`src/hw/rtl/ljps_pkg.sv`:
```
// ----------------------------------------------------------------------------
// ljps_pkg
// Shared types and constants for the Lennard-Jones 12-6 pair energy core.
// ----------------------------------------------------------------------------
package ljps_pkg;

    localparam int DIST_W     = 24;
    localparam int EPS_W      = 28;
    localparam int SUM_W      = 48;
    localparam int RATIO_FRAC = 32;
    localparam int QUOT_W     = DIST_W + RATIO_FRAC;   // sigma * 2^32 / r
    localparam int DIV_STEPS  = QUOT_W / 2;            // two quotient bits per cycle
    localparam int DIV_CNT_W  = $clog2(DIV_STEPS);
    localparam int OPND_W     = 63;                    // multiplier operand, <= 2^62
    localparam int HALF_W     = 32;
    localparam int ACC_W      = 2 * OPND_W;
    localparam int MUL_LAST   = 5;                     // 4 partials + drain + finalize
    localparam int MUL_CNT_W  = 3;
    localparam int S6Q_W      = OPND_W - 16;
    localparam int SUM_EXT_W  = OPND_W + 2;
    localparam int CMD_DEPTH  = 2;
    localparam int CMD_PTR_W  = $clog2(CMD_DEPTH);
    localparam int CMD_CNT_W  = $clog2(CMD_DEPTH + 1);

    localparam logic [DIST_W-1:0]        CUTOFF_RESET = DIST_W'(786432);
    localparam logic [OPND_W-1:0]        CLAMP_CAP    = OPND_W'(1) << (OPND_W - 1);
    localparam logic signed [SUM_W-1:0]  SUM_MAX      = {1'b0, {(SUM_W-1){1'b1}}};
    localparam logic signed [SUM_W-1:0]  SUM_MIN      = {1'b1, {(SUM_W-1){1'b0}}};

    typedef struct packed {
        logic [DIST_W-1:0] pair_distance;
        logic [DIST_W-1:0] pair_sigma;
        logic [EPS_W-1:0]  pair_epsilon;
        logic              dispersion_excluded;
        logic              pair_frozen;
        logic              last_pair;
    } ljps_in_t;

    typedef struct packed {
        logic signed [SUM_W-1:0] total_energy;
        logic                    overflowed;
    } ljps_out_t;

    typedef enum logic [1:0] {
        KIND_SKIP,
        KIND_ZERO_DIST,
        KIND_EVAL
    } pair_kind_t;

    typedef struct packed {
        pair_kind_t        kind;
        logic [DIST_W-1:0] distance;
        logic [DIST_W-1:0] sigma;
        logic [EPS_W-1:0]  epsilon;
        logic              last;
    } ljps_cmd_t;

    typedef enum logic [1:0] {
        SHIFT_32,
        SHIFT_48,
        SHIFT_14
    } mul_shift_t;

    typedef struct packed {
        logic              start;
        logic [DIST_W-1:0] sigma;
        logic [DIST_W-1:0] divisor;
    } ljps_div_req_t;

    typedef struct packed {
        logic              done;
        logic [QUOT_W-1:0] quotient;
    } ljps_div_rsp_t;

    typedef struct packed {
        logic              start;
        mul_shift_t        shift;
        logic [OPND_W-1:0] a;
        logic [OPND_W-1:0] b;
    } ljps_mul_req_t;

    typedef struct packed {
        logic              done;
        logic [OPND_W-1:0] result;
    } ljps_mul_rsp_t;

    typedef enum logic [2:0] {
        B_IDLE,
        B_DIV,
        B_S2,
        B_S4,
        B_S6,
        B_S12,
        B_EPS,
        B_FINISH
    } back_state_t;

endpackage

```
`src/hw/rtl/ljps_front.sv`:
```
// ----------------------------------------------------------------------------
// ljps_front
// Takes pairs, applies cutoff/exclusion checks and queues classified commands.
// ----------------------------------------------------------------------------
module ljps_front import ljps_pkg::*; (
    input  logic              clk,
    input  logic              rst_n,
    input  logic              push,
    output logic              full,
    input  ljps_in_t          in_data,
    input  logic              cfg_valid,
    output logic              cfg_ready,
    input  logic [DIST_W-1:0] cfg_data,
    output ljps_cmd_t         cmd,
    output logic              cmd_empty,
    input  logic              cmd_pop
);

    logic [DIST_W-1:0]    cutoff_reg, cutoff_next;
    logic [CMD_PTR_W-1:0] wr_ptr_reg, wr_ptr_next;
    logic [CMD_PTR_W-1:0] rd_ptr_reg, rd_ptr_next;
    logic [CMD_CNT_W-1:0] count_reg, count_next;
    ljps_cmd_t            q_mem [CMD_DEPTH];
    ljps_cmd_t            cmd_in;
    logic                 counted;
    logic                 do_push;
    logic                 do_pop;

    assign cfg_ready = 1'b1;
    assign full      = (count_reg == CMD_CNT_W'(CMD_DEPTH));
    assign cmd_empty = (count_reg == '0);
    assign do_push   = push && !full;
    assign do_pop    = cmd_pop && !cmd_empty;
    assign cmd       = q_mem[rd_ptr_reg];

    assign counted = !((in_data.pair_distance > cutoff_reg) ||
                       in_data.dispersion_excluded || in_data.pair_frozen);

    always_comb
    begin
        cmd_in.distance = in_data.pair_distance;
        cmd_in.sigma    = in_data.pair_sigma;
        cmd_in.epsilon  = in_data.pair_epsilon;
        cmd_in.last     = in_data.last_pair;
        if (!counted)
        begin
            cmd_in.kind = KIND_SKIP;
        end
        else if (in_data.pair_distance == '0)
        begin
            cmd_in.kind = KIND_ZERO_DIST;
        end
        else if (in_data.pair_epsilon == '0 || in_data.pair_sigma == '0)
        begin
            cmd_in.kind = KIND_SKIP;
        end
        else
        begin
            cmd_in.kind = KIND_EVAL;
        end
    end

    always_comb
    begin
        cutoff_next = (cfg_valid && cfg_ready) ? cfg_data : cutoff_reg;
        wr_ptr_next = wr_ptr_reg;
        rd_ptr_next = rd_ptr_reg;
        if (do_push)
        begin
            wr_ptr_next = (wr_ptr_reg == CMD_PTR_W'(CMD_DEPTH - 1)) ? '0 : wr_ptr_reg + 1'b1;
        end
        if (do_pop)
        begin
            rd_ptr_next = (rd_ptr_reg == CMD_PTR_W'(CMD_DEPTH - 1)) ? '0 : rd_ptr_reg + 1'b1;
        end
        count_next = count_reg + CMD_CNT_W'(do_push) - CMD_CNT_W'(do_pop);
    end

    always_ff @(posedge clk or negedge rst_n)
    begin
        if (!rst_n)
        begin
            cutoff_reg <= CUTOFF_RESET;
            wr_ptr_reg <= '0;
            rd_ptr_reg <= '0;
            count_reg  <= '0;
        end
        else
        begin
            cutoff_reg <= cutoff_next;
            wr_ptr_reg <= wr_ptr_next;
            rd_ptr_reg <= rd_ptr_next;
            count_reg  <= count_next;
        end
    end

    always_ff @(posedge clk)
    begin
        if (do_push)
        begin
            q_mem[wr_ptr_reg] <= cmd_in;
        end
    end

    a_count_bound: assert property (@(posedge clk) disable iff (!rst_n)
        count_reg <= CMD_CNT_W'(CMD_DEPTH))
        else $error("command queue count out of range");

endmodule

```
`src/hw/rtl/ljps_div.sv`:
```
// ----------------------------------------------------------------------------
// ljps_div
// Radix-4 restoring divider: (sigma << 32) / r, two quotient bits per cycle.
// ----------------------------------------------------------------------------
module ljps_div import ljps_pkg::*; (
    input  logic          clk,
    input  logic          rst_n,
    input  ljps_div_req_t req,
    output ljps_div_rsp_t rsp
);

    logic                 busy_reg, busy_next;
    logic                 done_reg, done_next;
    logic [DIV_CNT_W-1:0] cnt_reg, cnt_next;
    logic [DIST_W-1:0]    divisor_reg, divisor_next;
    logic [DIST_W-1:0]    rem_reg, rem_next;
    logic [QUOT_W-1:0]    quot_reg, quot_next;
    logic [DIST_W:0]      t1, t2, r1, r2;
    logic                 ge1, ge2;

    assign t1  = {rem_reg, quot_reg[QUOT_W-1]};
    assign ge1 = (t1 >= {1'b0, divisor_reg});
    assign r1  = ge1 ? t1 - {1'b0, divisor_reg} : t1;
    assign t2  = {r1[DIST_W-1:0], quot_reg[QUOT_W-2]};
    assign ge2 = (t2 >= {1'b0, divisor_reg});
    assign r2  = ge2 ? t2 - {1'b0, divisor_reg} : t2;

    always_comb
    begin
        busy_next    = busy_reg;
        done_next    = 1'b0;
        cnt_next     = cnt_reg;
        divisor_next = divisor_reg;
        rem_next     = rem_reg;
        quot_next    = quot_reg;
        if (req.start)
        begin
            busy_next    = 1'b1;
            cnt_next     = '0;
            divisor_next = req.divisor;
            rem_next     = '0;
            quot_next    = {req.sigma, {RATIO_FRAC{1'b0}}};
        end
        else if (busy_reg)
        begin
            rem_next  = r2[DIST_W-1:0];
            quot_next = {quot_reg[QUOT_W-3:0], ge1, ge2};
            cnt_next  = cnt_reg + 1'b1;
            if (cnt_reg == DIV_CNT_W'(DIV_STEPS - 1))
            begin
                busy_next = 1'b0;
                done_next = 1'b1;
            end
        end
    end

    always_ff @(posedge clk or negedge rst_n)
    begin
        if (!rst_n)
        begin
            busy_reg <= 1'b0;
            done_reg <= 1'b0;
            cnt_reg  <= '0;
        end
        else
        begin
            busy_reg <= busy_next;
            done_reg <= done_next;
            cnt_reg  <= cnt_next;
        end
    end

    always_ff @(posedge clk)
    begin
        divisor_reg <= divisor_next;
        rem_reg     <= rem_next;
        quot_reg    <= quot_next;
    end

    assign rsp.done     = done_reg;
    assign rsp.quotient = quot_reg;

endmodule

```
`src/hw/rtl/ljps_mul.sv`:
```
// ----------------------------------------------------------------------------
// ljps_mul
// 63x63 multiply from four 32x32 partials, then round, shift and clamp.
// ----------------------------------------------------------------------------
module ljps_mul import ljps_pkg::*; (
    input  logic          clk,
    input  logic          rst_n,
    input  ljps_mul_req_t req,
    output ljps_mul_rsp_t rsp
);

    localparam logic [ACC_W:0] ONE_EXT = (ACC_W + 1)'(1);

    logic                 busy_reg, busy_next;
    logic                 done_reg, done_next;
    logic [MUL_CNT_W-1:0] cnt_reg, cnt_next;
    mul_shift_t           shift_reg, shift_next;
    logic [OPND_W-1:0]    a_reg, a_next;
    logic [OPND_W-1:0]    b_reg, b_next;
    logic [2*HALF_W-1:0]  prod_reg, prod_next;
    logic [1:0]           pos_reg, pos_next;
    logic [ACC_W-1:0]     acc_reg, acc_next;
    logic [OPND_W-1:0]    result_reg, result_next;
    logic [HALF_W-1:0]    a_sel, b_sel;

    function automatic logic [OPND_W-1:0] round_shift(input logic [ACC_W-1:0] acc,
                                                      input mul_shift_t sh);
        logic [6:0]     amt;
        logic [ACC_W:0] rnd;
        logic [ACC_W:0] q;
        case (sh)
            SHIFT_32: amt = 7'd32;
            SHIFT_48: amt = 7'd48;
            SHIFT_14: amt = 7'd14;
            default:  amt = 7'd32;
        endcase
        rnd = {1'b0, acc} + (ONE_EXT << (amt - 7'd1));
        q   = rnd >> amt;
        if (|q[ACC_W:OPND_W-1])
        begin
            return CLAMP_CAP;
        end
        return q[OPND_W-1:0];
    endfunction

    assign a_sel = cnt_reg[1] ? HALF_W'(a_reg[OPND_W-1:HALF_W]) : a_reg[HALF_W-1:0];
    assign b_sel = cnt_reg[0] ? HALF_W'(b_reg[OPND_W-1:HALF_W]) : b_reg[HALF_W-1:0];

    always_comb
    begin
        busy_next   = busy_reg;
        done_next   = 1'b0;
        cnt_next    = cnt_reg;
        shift_next  = shift_reg;
        a_next      = a_reg;
        b_next      = b_reg;
        prod_next   = a_sel * b_sel;
        pos_next    = {1'b0, cnt_reg[1]} + {1'b0, cnt_reg[0]};
        acc_next    = acc_reg;
        result_next = result_reg;
        if (req.start)
        begin
            busy_next  = 1'b1;
            cnt_next   = '0;
            shift_next = req.shift;
            a_next     = req.a;
            b_next     = req.b;
            acc_next   = '0;
        end
        else if (busy_reg)
        begin
            cnt_next = cnt_reg + 1'b1;
            if (cnt_reg >= MUL_CNT_W'(1) && cnt_reg <= MUL_CNT_W'(4))
            begin
                acc_next = acc_reg + (ACC_W'(prod_reg) << {pos_reg, 5'b0});
            end
            if (cnt_reg == MUL_CNT_W'(MUL_LAST))
            begin
                result_next = round_shift(acc_reg, shift_reg);
                busy_next   = 1'b0;
                done_next   = 1'b1;
            end
        end
    end

    always_ff @(posedge clk or negedge rst_n)
    begin
        if (!rst_n)
        begin
            busy_reg <= 1'b0;
            done_reg <= 1'b0;
            cnt_reg  <= '0;
        end
        else
        begin
            busy_reg <= busy_next;
            done_reg <= done_next;
            cnt_reg  <= cnt_next;
        end
    end

    always_ff @(posedge clk)
    begin
        shift_reg  <= shift_next;
        a_reg      <= a_next;
        b_reg      <= b_next;
        prod_reg   <= prod_next;
        pos_reg    <= pos_next;
        acc_reg    <= acc_next;
        result_reg <= result_next;
    end

    assign rsp.done   = done_reg;
    assign rsp.result = result_reg;

endmodule

```
`src/hw/rtl/ljps_back.sv`:
```
// ----------------------------------------------------------------------------
// ljps_back
// Evaluates queued pairs, keeps the saturating sum and holds the result.
// ----------------------------------------------------------------------------
module ljps_back import ljps_pkg::*; (
    input  logic      clk,
    input  logic      rst_n,
    input  ljps_cmd_t cmd,
    input  logic      cmd_empty,
    output logic      cmd_pop,
    output logic      empty,
    input  logic      pop,
    output ljps_out_t out_data
);

    back_state_t             state_reg, state_next;
    logic [EPS_W-1:0]        eps_reg, eps_next;
    logic                    last_reg, last_next;
    logic [OPND_W-1:0]       s2_reg, s2_next;
    logic [S6Q_W-1:0]        s6q_reg, s6q_next;
    logic                    neg_reg, neg_next;
    logic signed [SUM_W-1:0] sum_reg, sum_next;
    logic                    ovf_reg, ovf_next;
    ljps_out_t               out_reg, out_next;
    logic                    out_valid_reg, out_valid_next;

    ljps_div_req_t           div_req;
    ljps_div_rsp_t           div_rsp;
    ljps_mul_req_t           mul_req;
    ljps_mul_rsp_t           mul_rsp;

    logic                    out_free;
    logic [OPND_W:0]         s6_round;
    logic [OPND_W-1:0]       s6q_ext;
    logic                    d_neg;
    logic [OPND_W-1:0]       d_mag;
    logic signed [SUM_EXT_W-1:0] sum_ext, mag_ext, sum_new;

    ljps_div u_div (
        .clk   (clk),
        .rst_n (rst_n),
        .req   (div_req),
        .rsp   (div_rsp)
    );

    ljps_mul u_mul (
        .clk   (clk),
        .rst_n (rst_n),
        .req   (mul_req),
        .rsp   (mul_rsp)
    );

    assign out_free = !out_valid_reg || pop;
    assign empty    = !out_valid_reg;
    assign out_data = out_reg;

    assign s6_round = {1'b0, mul_rsp.result} + (OPND_W + 1)'(32768);
    assign s6q_ext  = OPND_W'(s6q_reg);
    assign d_neg    = (mul_rsp.result < s6q_ext);
    assign d_mag    = d_neg ? s6q_ext - mul_rsp.result : mul_rsp.result - s6q_ext;

    assign sum_ext  = SUM_EXT_W'(sum_reg);
    assign mag_ext  = signed'(SUM_EXT_W'(mul_rsp.result));
    assign sum_new  = neg_reg ? sum_ext - mag_ext : sum_ext + mag_ext;

    always_comb
    begin
        state_next = state_reg;
        case (state_reg)
            B_IDLE:
            begin
                if (!cmd_empty)
                begin
                    state_next = (cmd.kind == KIND_EVAL) ? B_DIV : B_FINISH;
                end
            end
            B_DIV:    if (div_rsp.done) state_next = B_S2;
            B_S2:     if (mul_rsp.done) state_next = B_S4;
            B_S4:     if (mul_rsp.done) state_next = B_S6;
            B_S6:     if (mul_rsp.done) state_next = B_S12;
            B_S12:    if (mul_rsp.done) state_next = B_EPS;
            B_EPS:    if (mul_rsp.done) state_next = B_FINISH;
            B_FINISH: if (!last_reg || out_free) state_next = B_IDLE;
            default:  state_next = B_IDLE;
        endcase
    end

    always_comb
    begin
        cmd_pop         = 1'b0;
        div_req.start   = 1'b0;
        div_req.sigma   = cmd.sigma;
        div_req.divisor = cmd.distance;
        mul_req.start   = 1'b0;
        mul_req.shift   = SHIFT_32;
        mul_req.a       = mul_rsp.result;
        mul_req.b       = mul_rsp.result;
        eps_next        = eps_reg;
        last_next       = last_reg;
        s2_next         = s2_reg;
        s6q_next        = s6q_reg;
        neg_next        = neg_reg;
        sum_next        = sum_reg;
        ovf_next        = ovf_reg;
        out_next        = out_reg;
        out_valid_next  = out_valid_reg && !pop;
        case (state_reg)
            B_IDLE:
            begin
                if (!cmd_empty)
                begin
                    cmd_pop   = 1'b1;
                    eps_next  = cmd.epsilon;
                    last_next = cmd.last;
                    case (cmd.kind)
                        KIND_ZERO_DIST:
                        begin
                            sum_next = SUM_MAX;
                            ovf_next = 1'b1;
                        end
                        KIND_EVAL: div_req.start = 1'b1;
                        default:   ;
                    endcase
                end
            end
            B_DIV:
            begin
                mul_req.a = OPND_W'(div_rsp.quotient);
                mul_req.b = OPND_W'(div_rsp.quotient);
                mul_req.start = div_rsp.done;
            end
            B_S2:
            begin
                if (mul_rsp.done)
                begin
                    s2_next = mul_rsp.result;
                end
                mul_req.start = mul_rsp.done;
            end
            B_S4:
            begin
                mul_req.b     = s2_reg;
                mul_req.start = mul_rsp.done;
            end
            B_S6:
            begin
                if (mul_rsp.done)
                begin
                    s6q_next = s6_round[OPND_W-1:16];
                end
                mul_req.shift = SHIFT_48;
                mul_req.start = mul_rsp.done;
            end
            B_S12:
            begin
                if (mul_rsp.done)
                begin
                    neg_next = d_neg;
                end
                mul_req.shift = SHIFT_14;
                mul_req.a     = OPND_W'(eps_reg);
                mul_req.b     = d_mag;
                mul_req.start = mul_rsp.done;
            end
            B_EPS:
            begin
                if (mul_rsp.done)
                begin
                    if (sum_new > SUM_EXT_W'(SUM_MAX))
                    begin
                        sum_next = SUM_MAX;
                        ovf_next = 1'b1;
                    end
                    else if (sum_new < SUM_EXT_W'(SUM_MIN))
                    begin
                        sum_next = SUM_MIN;
                        ovf_next = 1'b1;
                    end
                    else
                    begin
                        sum_next = sum_new[SUM_W-1:0];
                    end
                end
            end
            B_FINISH:
            begin
                if (last_reg && out_free)
                begin
                    out_next.total_energy = sum_reg;
                    out_next.overflowed   = ovf_reg;
                    out_valid_next        = 1'b1;
                    sum_next              = '0;
                    ovf_next              = 1'b0;
                end
            end
            default: ;
        endcase
    end

    always_ff @(posedge clk or negedge rst_n)
    begin
        if (!rst_n)
        begin
            state_reg     <= B_IDLE;
            last_reg      <= 1'b0;
            sum_reg       <= '0;
            ovf_reg       <= 1'b0;
            out_valid_reg <= 1'b0;
        end
        else
        begin
            state_reg     <= state_next;
            last_reg      <= last_next;
            sum_reg       <= sum_next;
            ovf_reg       <= ovf_next;
            out_valid_reg <= out_valid_next;
        end
    end

    always_ff @(posedge clk)
    begin
        eps_reg <= eps_next;
        s2_reg  <= s2_next;
        s6q_reg <= s6q_next;
        neg_reg <= neg_next;
        out_reg <= out_next;
    end

    a_div_done_state: assert property (@(posedge clk) disable iff (!rst_n)
        div_rsp.done |-> state_reg == B_DIV)
        else $error("divider done outside divide state");

    a_mul_done_state: assert property (@(posedge clk) disable iff (!rst_n)
        mul_rsp.done |-> (state_reg == B_S2 || state_reg == B_S4 || state_reg == B_S6 ||
                          state_reg == B_S12 || state_reg == B_EPS))
        else $error("multiplier done outside a multiply state");

    a_result_from_finish: assert property (@(posedge clk) disable iff (!rst_n)
        $rose(out_valid_reg) |-> $past(state_reg == B_FINISH && last_reg))
        else $error("result loaded outside finish of a last pair");

    a_zero_dist_sat: assert property (@(posedge clk) disable iff (!rst_n)
        (state_reg == B_IDLE && cmd_pop && cmd.kind == KIND_ZERO_DIST) |=>
            (sum_reg == SUM_MAX && ovf_reg))
        else $error("zero distance pair did not saturate the sum");

endmodule

```
`src/hw/rtl/lennard_jones_pair_energy_sum_core.sv`:
```
// ----------------------------------------------------------------------------
// lennard_jones_pair_energy_sum_core
// Lennard-Jones 12-6 pair energy accumulator with a saturating Q32.16 sum.
// ----------------------------------------------------------------------------
// Evaluated pair: the command is taken, the radix-4 divider runs, then five
// passes go through the shared four-partial multiplier, then finish.
// Skipped or zero-distance pair: taken, then finish. The result is registered at finish.
// A two-entry command queue lets pairs be taken while one is being evaluated.
// Reset: asynchronous, active low; clears sum, flag, queues; cutoff = 12.0 A.
// ----------------------------------------------------------------------------
module lennard_jones_pair_energy_sum_core import ljps_pkg::*; (
    input  logic              clk,
    input  logic              rst_n,
    input  logic              push,
    output logic              full,
    input  ljps_in_t          in_data,
    output logic              empty,
    input  logic              pop,
    output ljps_out_t         out_data,
    input  logic              cfg_valid,
    output logic              cfg_ready,
    input  logic [DIST_W-1:0] cfg_data
);

    ljps_cmd_t cmd;
    logic      cmd_empty;
    logic      cmd_pop;

    ljps_front u_front (
        .clk       (clk),
        .rst_n     (rst_n),
        .push      (push),
        .full      (full),
        .in_data   (in_data),
        .cfg_valid (cfg_valid),
        .cfg_ready (cfg_ready),
        .cfg_data  (cfg_data),
        .cmd       (cmd),
        .cmd_empty (cmd_empty),
        .cmd_pop   (cmd_pop)
    );

    ljps_back u_back (
        .clk       (clk),
        .rst_n     (rst_n),
        .cmd       (cmd),
        .cmd_empty (cmd_empty),
        .cmd_pop   (cmd_pop),
        .empty     (empty),
        .pop       (pop),
        .out_data  (out_data)
    );

endmodule
```
`config.mk`:
```
export PLATFORM = sky130hd
export DESIGN_NAME = lennard_jones_pair_energy_sum_core
export DESIGN_NICKNAME = d
export VERILOG_FILES = /design/src/hw/rtl/ljps_pkg.sv /design/src/hw/rtl/ljps_front.sv /design/src/hw/rtl/ljps_div.sv /design/src/hw/rtl/ljps_mul.sv /design/src/hw/rtl/ljps_back.sv /design/src/hw/rtl/lennard_jones_pair_energy_sum_core.sv
export SDC_FILE = /design/constraint.sdc
export NUM_CORES = 2
export LEC_CHECK = 0
export BUFFER_PORTS_ARGS = -buffer_cell sky130_fd_sc_hd__buf_2
export CORE_ASPECT_RATIO = 1.4
export CORE_MARGIN = 1
export CORE_UTILIZATION = 35
export DETAILED_ROUTE_END_ITERATION = 10
export HOLD_SLACK_MARGIN = 0.03
export PLACE_DENSITY = 0.59
export SLEW_MARGIN = 15
export SYNTH_ARGS = -nofsm -noshare
export SYNTH_HDL_FRONTEND = slang
export SYNTH_HIERARCHICAL = 1
export SYNTH_SLANG_ARGS = --single-unit
```
`constraint.sdc`:
```
create_clock -name clk -period 15.45 [get_ports clk]
set_clock_uncertainty 0.2 [all_clocks]
set_input_delay 3.8625 -clock clk [delete_from_list [all_inputs] [get_ports clk]]
set_output_delay 3.8625 -clock clk [all_outputs]
set_load 0.01 [all_outputs]
```
==> summary.txt <==
STA
  – Hold_ws: 261.3 ps
  – Final period util: 0.7433
  – Endpoints failing hold: 0
  – Max-slew headroom: 0.002869
  – RSZ-0062 raised after global routing: no
  – Slew Viols, Final: 0
  – Worst-Margin Slew: 1485 ps
  – Fmax: 87.08 MHz
  – Setup TNS: 0 ps
  – Final Critical Period: 11480 ps
  – Final setup violation count: 0

Floorplan
  – Die height: 628.6 um
  – I/O pins: between 150 and 200
  – Die X: roughly 450 um
  – Die area: 0.2826 sq mm
  – Starting density of the core: 0.3525
  – Row count: 229
  – Core Footprint: 0.2785 sq mm

Synthesis
  – Synth Area in XOR/XNOR: 0.04665
  – Synth cell types: 117
  – Syn Inst Count: 11039
  – #FFs+latches synth: 927
  – Post-synthesis mux area share: 0.05011
  – Synth Flop Type: edfxtp_1
  – Simple-Gate Fraction of Synth Area: 0.1584
  – Sequential share of the synthesized area: 0.2535
  – Main combinational cell family by area after synthesis: adder cells
  – Syn Std Cell Area: 0.09817 sq mm
  – Ys Warns: 6
  – Complex-gate fraction of the synthesized area: 0.1534
  – Post-synth EDFFs: 585
  – Post-synth ARST share: 0.1014
  – Area share of fa/ha/maj cells after synthesis: 0.2668
  – Mean post-synth cell area: 8.893 sq um

Flow run
  – Max-cap violation count: 1

Routing
  – Final WL: 391.7 mm
  – DR vias/cell: 5.716
  – Initial detailed-routing violation count: 8048
  – Final ANT Viol Nets: 0
  – Drt drc: 0
  – Pre-antenna DRT Iters: 6
  – Routed len/inst: 26.60 um
  – Vias: 84185

Place
  – Placed wire-length estimate: 312.6 mm
  – Port bufs: 158
  – Gp weighted congestion: 1.074

Clock tree
  – Num CTS Buffers: roughly 100
  – Clk pin slew, worst setup/hold paths: 70 ps
  – CTS tree: done
  – Worst-skew pair later-pin latency: ~800 ps
  – CTS Sinks: 927
  – Root Buffer: clkbuf_16
  – CTS resizes: 0
  – H-tree levels: 3
  – Setup Fix Bufs, Post-CTS: 0
  – CTS Buffer Depth: 3
  – CTS Hold Bufs: 0

Power and ir drop
  – Internal power: approximately 0.0043 W
  – Clock power frac: 0.471
  – Fraction of power spent switching nets: 0.2325
  – Total chip power: 0.005620 W
  – Comb power frac: 0.037
  – Share of power burned in registers: 0.492
  – Pleak: 44.59 nW
  – Psw: 0.001307 W
  – Peak supply drop: 0.08564 mV
  – Pwr Density: 52.68 mW/mm^2

Cells and area
  – Max reg flops: 158
  – Leading cell type in the layout, fill and taps excluded: nand2_1
  – Most frequent cells in the layout: nand2_1, inv_1, nor2_1
  – Fin nets: 12527
  – Share of cells above drive strength 1: 0.07979
  – Area Overhead vs Synth: 8.679%

Worst setup path
  – Worst Path Required: ~16000 ps
  – Worst EP arrival: 11940 ps
  – Kind of critical path: reg2reg
  – Crit path capture type: flip-flop
  – Slowest cell on crit path: mux2i_4
  – Worst-path fanout max: 54
  – Critical path's most frequent cell: fa_1
  – Worst stage delay on the critical path: 870 ps
  – Worst Setup Start Kind: flip-flop

Global route
  – GRT overflow: 0
  – Total GRT Usage: 0.2703
  – First-pass GRT wire length: 565.9 mm
  – Antenna violations before repair: 30
  – Vias in the first global route: 83220
  – Largest net degree at the start of global routing: 160

Outcome
  – Failing checks: max-capacitance violations
  – Status: finished, violations left

Hold path
  – HP Class: reg2reg
metrics by stage:
step                utilization  setup slack [ps]  std cells  area, sq um
detailed placement       0.3696              4056      14462       102900
global placement         0.3696              4120      14462       102900
CTS                      0.3824              3953      14650       106500
global route             0.3830              3513      14719       106700
finish                   0.3831              3966      14727       106700
floorplan                     -              2519      11041        98180
cell usage after synthesis (28+ instances only):
| cell | count | share of area |
|---|---|---|
| a211oi_1 | 82 | 0.0063 |
| a21o_1 | 223 | 0.017 |
| a21oi_1 | 711 | 0.036 |
| a22o_1 | 56 | 0.0050 |
| a2bb2oi_1 | 50 | 0.0045 |
| a31oi_1 | 135 | 0.0086 |
| and2_1 | 80 | 0.0051 |
| and3_1 | 83 | 0.0053 |
| and4_1 | 28 | 0.0025 |
| buf_1 | 54 | 0.0021 |
| clkbuf_1 | 505 | 0.019 |
| dfrtp_1 | 92 | 0.023 |
| dfxtp_1 | 248 | 0.051 |
| edfxtp_1 | 585 | 0.18 |
| fa_1 | 902 | 0.18 |
| ha_1 | 650 | 0.083 |
| inv_1 | 1219 | 0.047 |
| mux2_2 | 175 | 0.020 |
| mux2i_1 | 208 | 0.021 |
| mux4_2 | 37 | 0.0085 |
| nand2_1 | 1238 | 0.047 |
| nand2b_1 | 52 | 0.0033 |
| nand3_1 | 202 | 0.010 |
| nand4_1 | 143 | 0.0091 |
| nor2_1 | 1188 | 0.045 |
| nor2b_1 | 95 | 0.0061 |
| nor3_1 | 171 | 0.0087 |
| nor4_1 | 67 | 0.0043 |
| o2111ai_1 | 28 | 0.0025 |
| o211ai_1 | 43 | 0.0033 |
| o21a_1 | 61 | 0.0047 |
| o21ai_0 | 421 | 0.021 |
| o21bai_1 | 93 | 0.0071 |
| o221ai_1 | 41 | 0.0037 |
| o31ai_1 | 35 | 0.0027 |
| or3_1 | 32 | 0.0020 |
| xnor2_1 | 348 | 0.031 |
| xor2_1 | 173 | 0.015 |
per-layer routing:
metal / GRT usage / vias up / part of all wire
met5: 0 / - / 0.00014
met4: 0.2232 / 8 / 0.10
met3: 0.03660 / 1154 / 0.067
met2: 0.4549 / 3832 / 0.48
met1: 0.3046 / 41660 / 0.36
li1: - / 37531 / -
cell families (layout without fill, tap and decap cells):
logic type,Yosys count,in the layout
other cells,2,81
compound gates,2308,2308
fa+ha+maj,1552,1552
flops,927,927
xor+xnor,522,522
simple gates,3480,3480
mux,423,423
buf+inv,1825,1738
power by group through the flow:
stage	Sequential, W	Combinational (W)	Clock, W
final	0.00277	0.000205	0.00265
after global placement	0.00281	0.000207	0
after CTS	0.00277	0.000209	0.00268
after global routing	0.00277	0.000219	0.00277
after floorplan	0.00282	0.000109	0
after detailed placement	0.00282	0.000207	0
final timing paths:
check | start | endpoint | slack (ps) | cells past startpoint
max | u_back/u_mul/cnt_reg[1] | u_back/u_mul/prod_reg[62] | 3970 | 30
min | u_back/u_mul/acc_reg[10] | u_back/u_mul/acc_reg[10] | 260 | 2
max reg2reg | u_back/u_mul/cnt_reg[1] | u_back/u_mul/prod_reg[62] | 3970 | 30
min reg2reg | u_back/u_mul/acc_reg[10] | u_back/u_mul/acc_reg[10] | 260 | 2
max in group asynchronous | rst_n | u_back/ovf_reg | 10680 | 2
min in group asynchronous | rst_n | u_front/count_reg[0] | 3010 | 1
worst max-delay path: cells and delay by family (launching register included):
kind | cells | cell delay [ps]
DFF | 1 | 580
buffers and inverters | 6 | 1030
xor gates and xnor gates | 1 | 170
adders and majority gates | 9 | 4480
muxes | 1 | 870
and+or+nand+nor | 3 | 570
AOI/OAI and AO/OA | 10 | 3380
final cells by class:
| class | count | area [sq um] |
|---|---|---|
| fill | 28417 | 171800 |
| multi-input combinational | 8289 | 66730 |
| sequential | 927 | 24910 |
| tap | 3696 | 4624 |
| inverter | 1226 | 4602 |
| clock buffer | 116 | 2541 |
| timing repair buffer | 324 | 2052 |
| clock inverter | 72 | 1033 |
| antenna | 77 | 192.7 |
(Power assumes the default switching activity.)
